### config.mk
export PLATFORM = sky130hd
export DESIGN_NAME = priority_wait_queue
export DESIGN_NICKNAME = d
export VERILOG_FILES = /design/src/rtl/pwq_pkg.sv /design/src/rtl/pwq_cell.sv /design/src/rtl/priority_wait_queue.sv
export VERILOG_INCLUDE_DIRS = /design/src /design/src/rtl
export SDC_FILE = /design/constraint.sdc
export NUM_CORES = 1
export LEC_CHECK = 0
export BUFFER_PORTS_ARGS = -buffer_cell sky130_fd_sc_hd__buf_2
export CAP_MARGIN = 20
export CORE_ASPECT_RATIO = 1.1
export CORE_MARGIN = 8
export CORE_UTILIZATION = 45
export DETAILED_ROUTE_END_ITERATION = 12
export PLACE_DENSITY_LB_ADDON = 0.15
export SLEW_MARGIN = 40
export SYNTH_ARGS = -nofsm -noshare
export SYNTH_HDL_FRONTEND = slang
export SYNTH_HIERARCHICAL = 1
export SYNTH_SLANG_ARGS = --single-unit
### constraint.sdc
create_clock -name i_clk -period 11.95 [get_ports i_clk]
set_clock_uncertainty 0.15 [all_clocks]
set_input_delay 1.7925 -clock i_clk [delete_from_list [all_inputs] [get_ports i_clk]]
set_output_delay 1.7925 -clock i_clk [all_outputs]
set_load 0.005 [all_outputs]
### src/rtl/priority_wait_queue_macros.svh
// Assertion macros shared by the priority wait queue RTL.
// Each macro expects i_clk and i_rst_n in the scope where it is used.
`ifndef PRIORITY_WAIT_QUEUE_MACROS_SVH
`define PRIORITY_WAIT_QUEUE_MACROS_SVH

// Same-cycle implication, disabled while reset is asserted.
`define PWQ_ASSERT_IMP(name, ante, cons, msg) \
    name: assert property (@(posedge i_clk) disable iff (!i_rst_n) (ante) |-> (cons)) \
        else $error(msg);

// Next-cycle implication, disabled while reset is asserted.
`define PWQ_ASSERT_NEXT(name, ante, cons, msg) \
    name: assert property (@(posedge i_clk) disable iff (!i_rst_n) (ante) |=> (cons)) \
        else $error(msg);

`endif

### src/rtl/pwq_pkg.sv
// Shared types, widths, command codes and cell operation codes for the
// priority wait queue. No dependencies.
package pwq_pkg;

    localparam int QUEUE_DEPTH   = 16;
    localparam int PRIORITY_BITS = 5;

    localparam int ID_W        = 8;
    localparam int CODE_W      = 2;
    localparam int CMD_W       = 2;
    localparam int PRIO_IN_W   = 5;
    localparam int COUNT_OUT_W = 5;
    localparam int CNT_W       = $clog2(QUEUE_DEPTH + 1);
    localparam int PRI_BIT_W   = (PRIORITY_BITS > 1) ? $clog2(PRIORITY_BITS) : 1;
    localparam int OP_W        = 3;

    typedef logic [ID_W-1:0]          t_id;
    typedef logic [PRIORITY_BITS-1:0] t_prio;
    typedef logic [CNT_W-1:0]         t_count;
    typedef logic [CODE_W-1:0]        t_code;
    typedef logic [CMD_W-1:0]         t_cmd;

    // Command codes on the input channel.
    localparam t_cmd CMD_ENQUEUE  = 2'd0;
    localparam t_cmd CMD_REMOVE   = 2'd1;
    localparam t_cmd CMD_WAKE_ONE = 2'd2;
    localparam t_cmd CMD_WAKE_ALL = 2'd3;

    // Operations broadcast to every cell of the chain.
    localparam logic [OP_W-1:0] OP_HOLD       = 3'd0;
    localparam logic [OP_W-1:0] OP_MARK_ID    = 3'd1;
    localparam logic [OP_W-1:0] OP_MARK_LIVE  = 3'd2;
    localparam logic [OP_W-1:0] OP_ELIM       = 3'd3;
    localparam logic [OP_W-1:0] OP_LOAD       = 3'd4;
    localparam logic [OP_W-1:0] OP_SHIFT_CAND = 3'd5;
    localparam logic [OP_W-1:0] OP_SHIFT_ALL  = 3'd6;

    // Control bundle broadcast from the sequencer to the cells.
    typedef struct packed {
        logic [OP_W-1:0]      op;
        t_id                  key_id;
        t_prio                key_prio;
        logic [PRI_BIT_W-1:0] bit_sel;
        logic                 any;
    } t_cell_ctl;

endpackage

### src/rtl/pwq_cell.sv
// One slot of the waiter chain: holds an id, a priority and a candidate flag.
// Depends on pwq_pkg for types and operation codes.
module pwq_cell (
    input  logic               i_clk,
    input  logic               i_rst_n,
    input  pwq_pkg::t_cell_ctl i_ctl,
    input  logic               i_live,
    input  logic               i_tail,
    input  logic               i_prev_seen,
    input  pwq_pkg::t_id       i_next_id,
    input  pwq_pkg::t_prio     i_next_prio,
    output pwq_pkg::t_id       o_id,
    output pwq_pkg::t_prio     o_prio,
    output logic               o_seen,
    output logic               o_bit,
    output pwq_pkg::t_id       o_first_id
);
    import pwq_pkg::*;

    t_id   r_id;
    t_id   n_id;
    t_prio r_prio;
    t_prio n_prio;
    logic  r_cand;
    logic  n_cand;
    logic  first;

    // Prefix of candidates from the head down to this cell.
    assign o_seen     = i_prev_seen | r_cand;
    assign first      = r_cand & ~i_prev_seen;
    assign o_bit      = r_cand & r_prio[i_ctl.bit_sel];
    assign o_first_id = first ? r_id : '0;
    assign o_id       = r_id;
    assign o_prio     = r_prio;

    // Next state of the slot for the broadcast operation.
    always_comb begin
        n_id   = r_id;
        n_prio = r_prio;
        n_cand = r_cand;
        unique case (i_ctl.op)
            OP_HOLD: begin
            end
            OP_MARK_ID: begin
                n_cand = i_live && (r_id == i_ctl.key_id);
            end
            OP_MARK_LIVE: begin
                n_cand = i_live;
            end
            OP_ELIM: begin
                n_cand = r_cand && (r_prio[i_ctl.bit_sel] || !i_ctl.any);
            end
            OP_LOAD: begin
                if (i_tail) begin
                    n_id   = i_ctl.key_id;
                    n_prio = i_ctl.key_prio;
                end
            end
            OP_SHIFT_CAND: begin
                if (o_seen) begin
                    n_id   = i_next_id;
                    n_prio = i_next_prio;
                end
            end
            OP_SHIFT_ALL: begin
                n_id   = i_next_id;
                n_prio = i_next_prio;
            end
            default: begin
            end
        endcase
    end

    // Slot payload needs no reset; the candidate flag does.
    always_ff @(posedge i_clk) begin
        if (!i_rst_n) begin
            r_cand <= 1'b0;
        end else begin
            r_cand <= n_cand;
        end
        r_id   <= n_id;
        r_prio <= n_prio;
    end

endmodule

### src/rtl/priority_wait_queue.sv
// Priority wait queue: arrival-ordered waiters with priorities, FIFO tie-break.
// Input channel i_in_valid/o_in_ready carries a command, a waiter id, a
// priority and a wake code; output channel o_out_valid/i_out_ready carries
// success, woken waiter, wake code, queue count and a last marker per beat.
// One command is worked at a time; o_in_ready is high only while idle, and a
// result beat may still wait in the output register when the next command is
// accepted. Steps per command, from acceptance to the result beat: enqueue
// and remove mark the slot holding the waiter id on acceptance, then update
// the chain and load the beat; wake-one marks the live slots on acceptance,
// narrows the candidates in the cell chain once per priority bit, then picks
// the earliest candidate and closes the gap. Wake-all gives one beat per
// cycle while the receiver takes them, oldest waiter first, with last on the
// final beat. Remove, wake-one and wake-all on an empty queue give one beat
// with success low. A stalled receiver holds the sequencer at its result
// step, so nothing is lost or repeated. Reset (synchronous, active low)
// empties the queue and drops any pending beat; it needs no clearing pass.
// Depends on pwq_pkg, pwq_cell and priority_wait_queue_macros.svh.
`include "priority_wait_queue_macros.svh"

module priority_wait_queue (
    input  logic                         i_clk,
    input  logic                         i_rst_n,
    input  logic                         i_in_valid,
    output logic                         o_in_ready,
    input  logic [pwq_pkg::CMD_W-1:0]     i_command,
    input  logic [pwq_pkg::ID_W-1:0]      i_waiter_id,
    input  logic [pwq_pkg::PRIO_IN_W-1:0] i_waiter_priority,
    input  logic [pwq_pkg::CODE_W-1:0]    i_wake_code,
    output logic                         o_out_valid,
    input  logic                         i_out_ready,
    output logic                         o_success,
    output logic                         o_woken_valid,
    output logic [pwq_pkg::ID_W-1:0]      o_woken_id,
    output logic [pwq_pkg::CODE_W-1:0]    o_woken_code,
    output logic [pwq_pkg::COUNT_OUT_W-1:0] o_queue_count,
    output logic                         o_last
);
    import pwq_pkg::*;

    localparam logic [2:0] ST_IDLE = 3'd0;
    localparam logic [2:0] ST_ENQ  = 3'd1;
    localparam logic [2:0] ST_REM  = 3'd2;
    localparam logic [2:0] ST_ELIM = 3'd3;
    localparam logic [2:0] ST_WALL = 3'd4;

    logic [2:0]           r_state;
    logic [2:0]           n_state;
    t_cmd                 r_cmd;
    t_cmd                 n_cmd;
    t_id                  r_key_id;
    t_id                  n_key_id;
    t_prio                r_key_prio;
    t_prio                n_key_prio;
    t_code                r_code;
    t_code                n_code;
    logic [PRI_BIT_W-1:0] r_bit;
    logic [PRI_BIT_W-1:0] n_bit;
    t_count               r_count;
    t_count               n_count;

    logic                   r_out_valid;
    logic                   n_out_valid;
    logic                   r_out_success;
    logic                   n_out_success;
    logic                   r_out_woken;
    logic                   n_out_woken;
    t_id                    r_out_id;
    t_id                    n_out_id;
    t_code                  r_out_code;
    t_code                  n_out_code;
    logic [COUNT_OUT_W-1:0] r_out_count;
    logic [COUNT_OUT_W-1:0] n_out_count;
    logic                   r_out_last;
    logic                   n_out_last;

    t_cell_ctl              ctl;
    logic                   out_free;
    logic                   out_load;
    logic                   hit;
    logic                   ok;
    logic                   woken;
    t_id                    first_any;
    t_id                    cell_id   [QUEUE_DEPTH];
    t_prio                  cell_prio [QUEUE_DEPTH];
    t_id                    next_id   [QUEUE_DEPTH];
    t_prio                  next_prio [QUEUE_DEPTH];
    t_id                    first_id  [QUEUE_DEPTH];
    logic [QUEUE_DEPTH:0]   seen;
    logic [QUEUE_DEPTH-1:0] cand_bit;

    // Chain of slots; each cell looks at its successor and the prefix above.
    assign seen[0] = 1'b0;
    for (genvar gi = 0; gi < QUEUE_DEPTH; gi++) begin : g_cell
        if (gi == QUEUE_DEPTH - 1) begin : g_end
            assign next_id[gi]   = '0;
            assign next_prio[gi] = '0;
        end else begin : g_mid
            assign next_id[gi]   = cell_id[gi+1];
            assign next_prio[gi] = cell_prio[gi+1];
        end

        pwq_cell u_cell (
            .i_clk       (i_clk),
            .i_rst_n     (i_rst_n),
            .i_ctl       (ctl),
            .i_live      (CNT_W'(gi) < r_count),
            .i_tail      (CNT_W'(gi) == r_count),
            .i_prev_seen (seen[gi]),
            .i_next_id   (next_id[gi]),
            .i_next_prio (next_prio[gi]),
            .o_id        (cell_id[gi]),
            .o_prio      (cell_prio[gi]),
            .o_seen      (seen[gi+1]),
            .o_bit       (cand_bit[gi]),
            .o_first_id  (first_id[gi])
        );
    end

    assign hit = seen[QUEUE_DEPTH];

    // Id of the earliest candidate; all other cells drive zero.
    always_comb begin
        first_any = '0;
        for (int k = 0; k < QUEUE_DEPTH; k++) begin
            first_any = first_any | first_id[k];
        end
    end

    assign out_free   = !r_out_valid || i_out_ready;
    assign o_in_ready = (r_state == ST_IDLE);

    // Sequencer: issues one cell operation per cycle and builds result beats.
    always_comb begin
        n_state       = r_state;
        n_cmd         = r_cmd;
        n_key_id      = r_key_id;
        n_key_prio    = r_key_prio;
        n_code        = r_code;
        n_bit         = r_bit;
        n_count       = r_count;
        out_load      = 1'b0;
        ok            = 1'b0;
        woken         = 1'b0;
        n_out_success = r_out_success;
        n_out_woken   = r_out_woken;
        n_out_id      = r_out_id;
        n_out_code    = r_out_code;
        n_out_last    = r_out_last;

        ctl.op       = OP_HOLD;
        ctl.key_id   = (r_state == ST_IDLE) ? i_waiter_id : r_key_id;
        ctl.key_prio = r_key_prio;
        ctl.bit_sel  = r_bit;
        ctl.any      = |cand_bit;

        unique case (r_state)
            ST_IDLE: begin
                if (i_in_valid) begin
                    n_cmd      = i_command;
                    n_key_id   = i_waiter_id;
                    n_key_prio = t_prio'(i_waiter_priority);
                    n_code     = i_wake_code;
                    unique case (i_command)
                        CMD_ENQUEUE: begin
                            ctl.op  = OP_MARK_ID;
                            n_state = ST_ENQ;
                        end
                        CMD_REMOVE: begin
                            ctl.op  = OP_MARK_ID;
                            n_state = ST_REM;
                        end
                        CMD_WAKE_ONE: begin
                            ctl.op  = OP_MARK_LIVE;
                            n_bit   = PRI_BIT_W'(PRIORITY_BITS - 1);
                            n_state = ST_ELIM;
                        end
                        CMD_WAKE_ALL: begin
                            n_state = ST_WALL;
                        end
                    endcase
                end
            end
            ST_ELIM: begin
                ctl.op = OP_ELIM;
                if (r_bit == '0) begin
                    n_state = ST_REM;
                end else begin
                    n_bit = r_bit - 1'b1;
                end
            end
            ST_ENQ: begin
                if (out_free) begin
                    ok = !hit && (r_count < CNT_W'(QUEUE_DEPTH));
                    if (ok) begin
                        ctl.op  = OP_LOAD;
                        n_count = r_count + 1'b1;
                    end
                    out_load      = 1'b1;
                    n_out_success = ok;
                    n_out_woken   = 1'b0;
                    n_out_id      = '0;
                    n_out_code    = '0;
                    n_out_last    = 1'b1;
                    n_state       = ST_IDLE;
                end
            end
            ST_REM: begin
                if (out_free) begin
                    if (hit) begin
                        ctl.op  = OP_SHIFT_CAND;
                        n_count = r_count - 1'b1;
                    end
                    woken         = hit && (r_cmd == CMD_WAKE_ONE);
                    out_load      = 1'b1;
                    n_out_success = hit;
                    n_out_woken   = woken;
                    n_out_id      = woken ? first_any : '0;
                    n_out_code    = woken ? r_code : '0;
                    n_out_last    = 1'b1;
                    n_state       = ST_IDLE;
                end
            end
            ST_WALL: begin
                if (out_free) begin
                    out_load = 1'b1;
                    if (r_count == '0) begin
                        n_out_success = 1'b0;
                        n_out_woken   = 1'b0;
                        n_out_id      = '0;
                        n_out_code    = '0;
                        n_out_last    = 1'b1;
                        n_state       = ST_IDLE;
                    end else begin
                        ctl.op        = OP_SHIFT_ALL;
                        n_count       = r_count - 1'b1;
                        n_out_success = 1'b1;
                        n_out_woken   = 1'b1;
                        n_out_id      = cell_id[0];
                        n_out_code    = r_code;
                        n_out_last    = (r_count == CNT_W'(1));
                        if (r_count == CNT_W'(1)) begin
                            n_state = ST_IDLE;
                        end
                    end
                end
            end
            default: begin
                n_state = ST_IDLE;
            end
        endcase

        n_out_count = out_load ? COUNT_OUT_W'(n_count) : r_out_count;
        n_out_valid = out_load || (r_out_valid && !i_out_ready);
    end

    // Control registers with reset.
    always_ff @(posedge i_clk) begin
        if (!i_rst_n) begin
            r_state     <= ST_IDLE;
            r_count     <= '0;
            r_out_valid <= 1'b0;
        end else begin
            r_state     <= n_state;
            r_count     <= n_count;
            r_out_valid <= n_out_valid;
        end
    end

    // Payload registers.
    always_ff @(posedge i_clk) begin
        r_cmd         <= n_cmd;
        r_key_id      <= n_key_id;
        r_key_prio    <= n_key_prio;
        r_code        <= n_code;
        r_bit         <= n_bit;
        r_out_success <= n_out_success;
        r_out_woken   <= n_out_woken;
        r_out_id      <= n_out_id;
        r_out_code    <= n_out_code;
        r_out_count   <= n_out_count;
        r_out_last    <= n_out_last;
    end

    assign o_out_valid   = r_out_valid;
    assign o_success     = r_out_success;
    assign o_woken_valid = r_out_woken;
    assign o_woken_id    = r_out_id;
    assign o_woken_code  = r_out_code;
    assign o_queue_count = r_out_count;
    assign o_last        = r_out_last;

    // Checks on the sequencer and the result beats.
    `PWQ_ASSERT_IMP(a_count_bound, 1'b1, r_count <= CNT_W'(QUEUE_DEPTH), "queue count over depth")
    `PWQ_ASSERT_IMP(a_woken_ok, o_out_valid && o_woken_valid, o_success, "woken beat without success")
    `PWQ_ASSERT_IMP(a_mid_beat, o_out_valid && !o_last, r_state == ST_WALL, "non-last beat outside wake-all")
    `PWQ_ASSERT_NEXT(a_elim_flow, r_state == ST_ELIM, r_state == ST_ELIM || r_state == ST_REM, "priority narrowing left early")

endmodule
Word-level counts from Yosys, hierarchy flattened

Cells that the tools add are included.

Register bits after elaboration: 271
Input bits: 21
Output and inout port bits: 20
Logic and storage cells: 552

Add/subtract/negate cells: 3
Order comparisons: 18
Equality and inequality tests: 87
Muxes and demuxes: 215
Bitwise gates (word level): 76
Reduce and logical (&&, ||, !) cells: 91

Operators with widths:

| operator                                                                     | number |
|---|---|
| 8-bit two-way mux                                                            | 54 |
| 8-bit case mux with 3 select lines                                           | 17 |
| 5-bit case mux with 3 select lines                                           | 17 |
| 5-bit two-way mux                                                            | 38 |
| 8-bit equality test                                                          | 16 |
| 8-bit OR                                                                     | 15 |
| 2-bit by 1-bit inequality test with 1-bit output (second input constant)     | 33 |
| 1-bit case mux with 3 select lines                                           | 18 |
| 3-bit AND reduction                                                          | 17 |
| 1-bit binary-select mux with 3-bit select                                    | 16 |
| 3-bit two-way mux                                                            | 15 |
| 4-bit by 5-bit equality test with 1-bit output (first input constant)        | 8 |
| 4-bit by 5-bit less-than comparator with 1-bit output (first input constant) | 8 |
| 1-bit logical AND                                                            | 35 |
| 1-bit AND                                                                    | 31 |
| 1-bit two-way mux                                                            | 27 |
| 3-bit case mux with 4 select lines                                           | 2 |
| 3-bit by 5-bit equality test with 1-bit output (first input constant)        | 4 |
| 3-bit by 5-bit less-than comparator with 1-bit output (first input constant) | 4 |
| 1-bit logical OR                                                             | 18 |
| 16-bit OR reduction                                                          | 1 |
| 1-bit inverter                                                               | 15 |
| 1-bit OR                                                                     | 15 |
| 3-bit case mux with 5 select lines                                           | 1 |
| other kinds (33)                                                             | 65 |

Longest topological paths before layout

Depth in word-level cells: 23
Mapped depth: 24
Depth with buffers taken out: 24

By module

The synthesis kept the hierarchy.

Modules (own cells, without submodules):

| module              | times used | cells each | area an instance (um^2) | sequential area each (um^2) |
|---|---|---|---|---|
| pwq_cell            | 16         | 73         | 927.1                   | 410.4 |
| priority_wait_queue | 1          | 287        | 2879.0                  | 1321.3 |

Worst setup path before layout

No wires, ideal clock.

Kind: flip-flop to flip-flop
Start: reg g_cell[0].u_cell.r_cand
End: reg g_cell[0].u_cell.r_id[0], enable pin
Library setup time: 0.403 ns
Data arrival time: 7.897 ns
Required time: 11.397 ns
Slack: 3.500 ns
Stages on the path, launching flop included: 22
Path buffers: 0
Period minus slack after synthesis: 8.450 ns
Path through: dfxtp_1 > or2_2 > or2_2 > or2_2 > or2_2 > or2_2 > or2_2 > or2_2 > or2_2 > or2_2 > or2_2 > or2_2 > or2_2 > or2_2 > or2_2 > or2_2 > or2_2 > nor2_1 > and3_1 > a31oi_1 > inv_1 > a21boi_0

RTL lines:

| item                   | line           | source |
|---|---|---|
| start, declared        | pwq_cell.sv:24 | `logic r_cand;` |
| start signal, assigned | pwq_cell.sv:79 | `r_cand <= n_cand;` |
| end signal, assigned   | pwq_cell.sv:81 | `r_id <= n_id;` |
| end, declared          | pwq_cell.sv:20 | `t_id r_id;` |

==> impl_metrics.py <==
metrics = {
    "place": {
        "place.gp.congestion": 0.8872,
        "numPortBuffers": 40,
        "dp_hpwl_um": 35490,
    },
    "synth": {
        "synth_compound_area_share_pct": 8.561,
        "muxShareOfSynthArea_pct": 19.83,
        "synth.ff_latch_count": 271,
        "synth_cell_type_count": 60,
        "synth_area_um2": 17710,
        "synth_xor_area_share_pct": 7.268,
        "synthAdderAreaFrac_pct": 0.7770,
        "synth_top_flop_cell": "edfxtp_1",
        "ys_seq_area_share_pct": 44.53,
        "ys_warn_count": 6,
        "synth_edf_count": 246,
        "synth_top_family_by_area": "multiplexers",
        "avgSynthCellArea_um2": 12.17,
        "async_flop_share_pct": 0,
        "syn_inst": 1455,
        "yosys.area_share.simple_pct": 15.99,
    },
    "pwr": {
        "p_sw_share_pct": 24.38,
        "p_sw_w": 0.0005833,
        "intPower_w": 0.001809,
        "combPwrFrac_pct": 15.7,
        "powerDensity_nw_per_um2": 122.5,
        "ir_drop_uv": 100.5,
        "seqPwrFrac_pct": 45.2,
        "p_leak_nw": 7.481,
        "pwr-share-clk_pct": 39.1,
    },
    "floorplanning": {
        "initial_utilization_pct": 45.43,
        "fp.coreArea_um2": 38990,
        "row_count": 76,
        "die-area_um2": 45970,
        "die_width_um": 205.2,
        "pin_count": 41,
        "die-height_um": 224.1,
    },
    "global_routing": {
        "grt_pass1_vias": 11683,
        "track_usage_pct": 21.90,
        "antenna_found_initial": 0,
        "gr-total-overflow": 0,
        "grt_first_pass_wirelength_um": 76070,
        "grt_max_degree": 67,
    },
    "min_path": {
        "worst_hold_path_type": "flip-flop to flip-flop",
        "min_delay_path_depth": 1,
    },
    "sta": {
        "fin_crit_sh_pct": 69.96,
        "worstMarginPinSlew_ns": 0.8351,
        "min_period_ns": 8.360,
        "setup_viol": 0,
        "hold_viol_final": 0,
        "tns_ns": 0,
        "max_freq_mhz": 119.6,
        "drv_slew": 0,
        "rsz0062_at_grt": "false",
        "slew_headroom_pct": 44.00,
    },
    "worst_setup_path": {
        "cp_slowest_cell": "buf_4",
        "reg2reg_slack_ns": 3.59,
        "crit_end": "g_cell[11].u_cell/o_id[6]",
        "start_kind": "flip-flop",
        "r2r-start": "g_cell[0].u_cell/r_cand",
        "reg2reg_depth": 23,
        "max_stage_delay_ns": 0.62,
        "cp-end-kind": "flip-flop",
        "cp_common_cell": "or2_2",
        "reg2reg_to": "g_cell[11].u_cell/o_id[6]",
        "worstPathArrival_ns": 8.53,
        "path_class": "flip-flop to flip-flop",
        "cp.required_ns": 12.12,
        "worst-path-max-fanout": 60,
        "path_cells": "or2_2 -> or2_2 -> or2_2 -> or2_2 -> or2_2 -> or2_2 -> or2_2 -> or2_2 -> or2_2 -> or2_2 -> or2_2 -> or2_2 -> or2_2 -> or2_2 -> or2_2 -> or2_2 -> nor2_1 -> and3_1 -> a31oi_1 -> inv_2 -> buf_4 -> nand2_2 -> mux2_4",
        "startpoint": "g_cell[0].u_cell/r_cand",
    },
    "clock_tree": {
        "clkTransAtPathRegs_ns": 0.06,
        "cts_hold_buf": 0,
        "htreeDepth": 1,
        "cts_sinks": 271,
        "clockBufferDepth": 3,
        "clockRootBuffer": "clkbuf_16",
        "post_cts_buffers": 0,
        "post_cts_resized": 0,
        "tritoncts": "done",
        "clkLatencyLatePin_ns": 0.57,
        "cts_made_buffers": 31,
    },
    "status": {
        "outcome": "completed",
    },
    "route": {
        "drc": 0,
        "dr.pass1.iters": 5,
        "wl_per_cell_um": 25.06,
        "finalWirelength_um": 51400,
        "detail_route.iter0.violations": 966,
        "drtAntennaViolNets": 0,
        "viasPerCell": 5.793,
        "vias": 11882,
    },
    "cells_and_area": {
        "diodes": 0,
        "fin_nets": 1554,
        "area_growth_pct": 10.21,
        "drive_gt1_share_pct": 24.48,
        "utilization_pct": 50.07,
    },
    "run": {
        "max-cap-violations": 0,
    },
}
[critical path: cells and delay by family, from the launching register on]
kind	cells	cell delay, ns
buf+inv	2	0.99
compound gates	1	0.10
mux	1	0.42
flops	1	0.35
simple gates	19	6.00
[cell usage in the layout, fill, tap and decap left out, types with 8 or more instances in the layout]
cell	count
a22o_1	8
nand2_1	14
nand2b_1	8
or2b_1	16
and2_1	137
o31a_1	17
mux2_4	162
mux2i_1	48
ha_1	11
conb_1	15
o21ai_0	25
nor4_1	36
o41ai_1	16
a21oi_1	41
edfxtp_1	246
nand3b_1	32
buf_2	40
clkbuf_16	31
nor2b_1	54
o2111ai_1	16
or2_2	16
clkbuf_1	9
inv_1	43
nand2_2	16
a21boi_2	11
mux2_2	54
nor3_1	22
buf_4	23
o21bai_1	20
nand4_1	42
xnor2_1	131
nand3_1	8
nor2_1	37
o211ai_1	17
o311ai_0	16
xor2_1	16
dfxtp_1	25
[cell families (layout without fill, tap and decap cells)]
kind of cell / after synthesis / after routing
buffers and inverters: 91 / 166
AOI/OAI and AO/OA: 210 / 210
other: 1 / 15
adders and majority gates: 11 / 11
muxes: 264 / 264
xor gates and xnor gates: 147 / 147
DFF: 271 / 271
and+or+nand+nor: 460 / 460
[registers in the layout, summed over array words and instances (netlist names), 2 cells and up]
register	cells
g_cell.u_cell/o_id	128
g_cell.u_cell/o_prio	80
g_cell.u_cell/r_cand	16
o_queue_count	5
o_woken_code	2
o_woken_id	8
r_bit	3
r_cmd	2
r_code	2
r_count	5
r_key_id	8
r_key_prio	5
r_state	3
[synth_stat cells (3+ instances only)]
| master | number | area share (%) |
|---|---|---|
| ha_1 | 11 | 0.78 |
| o31a_1 | 17 | 0.84 |
| a31oi_1 | 3 | 0.11 |
| a221o_1 | 3 | 0.17 |
| clkbuf_1 | 10 | 0.21 |
| buf_4 | 16 | 0.68 |
| inv_1 | 44 | 0.93 |
| a21o_1 | 4 | 0.17 |
| nand3b_1 | 32 | 1.4 |
| nor2_1 | 37 | 0.78 |
| nand4_1 | 42 | 1.5 |
| xor2_1 | 16 | 0.79 |
| and2_1 | 137 | 4.8 |
| nor2b_1 | 54 | 1.9 |
| o311ai_0 | 16 | 0.79 |
| o41ai_1 | 16 | 0.79 |
| o21ai_0 | 25 | 0.71 |
| o21bai_1 | 20 | 0.85 |
| or2b_1 | 16 | 0.68 |
| edfxtp_1 | 246 | 42 |
| o2111ai_1 | 16 | 0.79 |
| nor3_1 | 22 | 0.62 |
| mux2i_1 | 48 | 2.7 |
| nor3b_2 | 3 | 0.21 |
| o211ai_1 | 17 | 0.72 |
| mux2_2 | 56 | 3.6 |
| nor4_1 | 36 | 1.3 |
| and3_1 | 6 | 0.21 |
| nand2b_1 | 8 | 0.28 |
| a22o_1 | 9 | 0.45 |
| nand3_1 | 8 | 0.23 |
| mux2_4 | 160 | 14 |
| a21boi_0 | 16 | 0.68 |
| or2_2 | 16 | 0.57 |
| a21oi_1 | 41 | 1.2 |
| buf_6 | 17 | 1.1 |
| buf_2 | 4 | 0.11 |
| dfxtp_1 | 25 | 2.8 |
| nand2_1 | 14 | 0.30 |
| xnor2_1 | 131 | 6.5 |
| nand2_2 | 16 | 0.57 |
[power groups by stage]
stage	registers, W	clock network (W)	logic (W)
2_1_floorplan	0.00110	0	0.000275
6_report	0.00108	0.000935	0.000375
3_5_place_dp	0.00110	0	0.000373
4_1_cts	0.00108	0.000958	0.000375
5_1_grt	0.00108	0.000992	0.000401
3_3_place_gp	0.00110	0	0.000364
[cell type report]
class / count / area, um^2
fill: 3493 / 19470
timing repair buffer: 67 / 426.7
clock inverter: 14 / 165.2
multi-input combinational: 1107 / 9419
clock buffer: 41 / 823.3
inverter: 44 / 165.2
sequential: 271 / 7888
tap: 507 / 634.4
[per-layer routing]
| layer | part of all wire (%) | routed length, um | track usage (%) | vias up |
|---|---|---|---|---|
| met1 | 44 | 22650 | 29.09 | 5852 |
| li1 | - | - | - | 5570 |
| met4 | 4.7 | 2415 | 9.552 | 0 |
| met2 | 46 | 23680 | 35.32 | 357 |
| met3 | 5.2 | 2655 | 2.934 | 103 |
| met5 | 0 | 0 | 0 | - |
[through the flow]
stage / hold WS, ns / total power, W / instance area, um^2 / setup WS, ns / cells
after floorplan: 0.3591 / 0.001374 / 17770 / 3.500 / 1469
after global placement: 0.3855 / 0.001467 / 18430 / 3.521 / 1993
after detailed placement: 0.3857 / 0.001474 / 18520 / 3.735 / 1996
after CTS: 0.4030 / 0.002414 / 19510 / 3.695 / 2051
after global routing: 0.4326 / 0.002477 / 19520 / 3.260 / 2051
final: 0.4023 / 0.002392 / 19520 / 3.590 / 2051
[how the worst min path moves through the flow]
stage	to	start	slack, ns
4_1_cts	o_woken_code[0]	r_code[0]	0.40
6_report	o_woken_code[1]	r_code[1]	0.40
3_5_place_dp	o_woken_code[0]	r_code[0]	0.39
2_1_floorplan	o_woken_code[0]	r_code[0]	0.36
5_1_grt	o_woken_code[1]	r_code[1]	0.43
3_3_place_gp	o_woken_code[0]	r_code[0]	0.39
No activity file was read; power rests on OpenSTA's default activity.
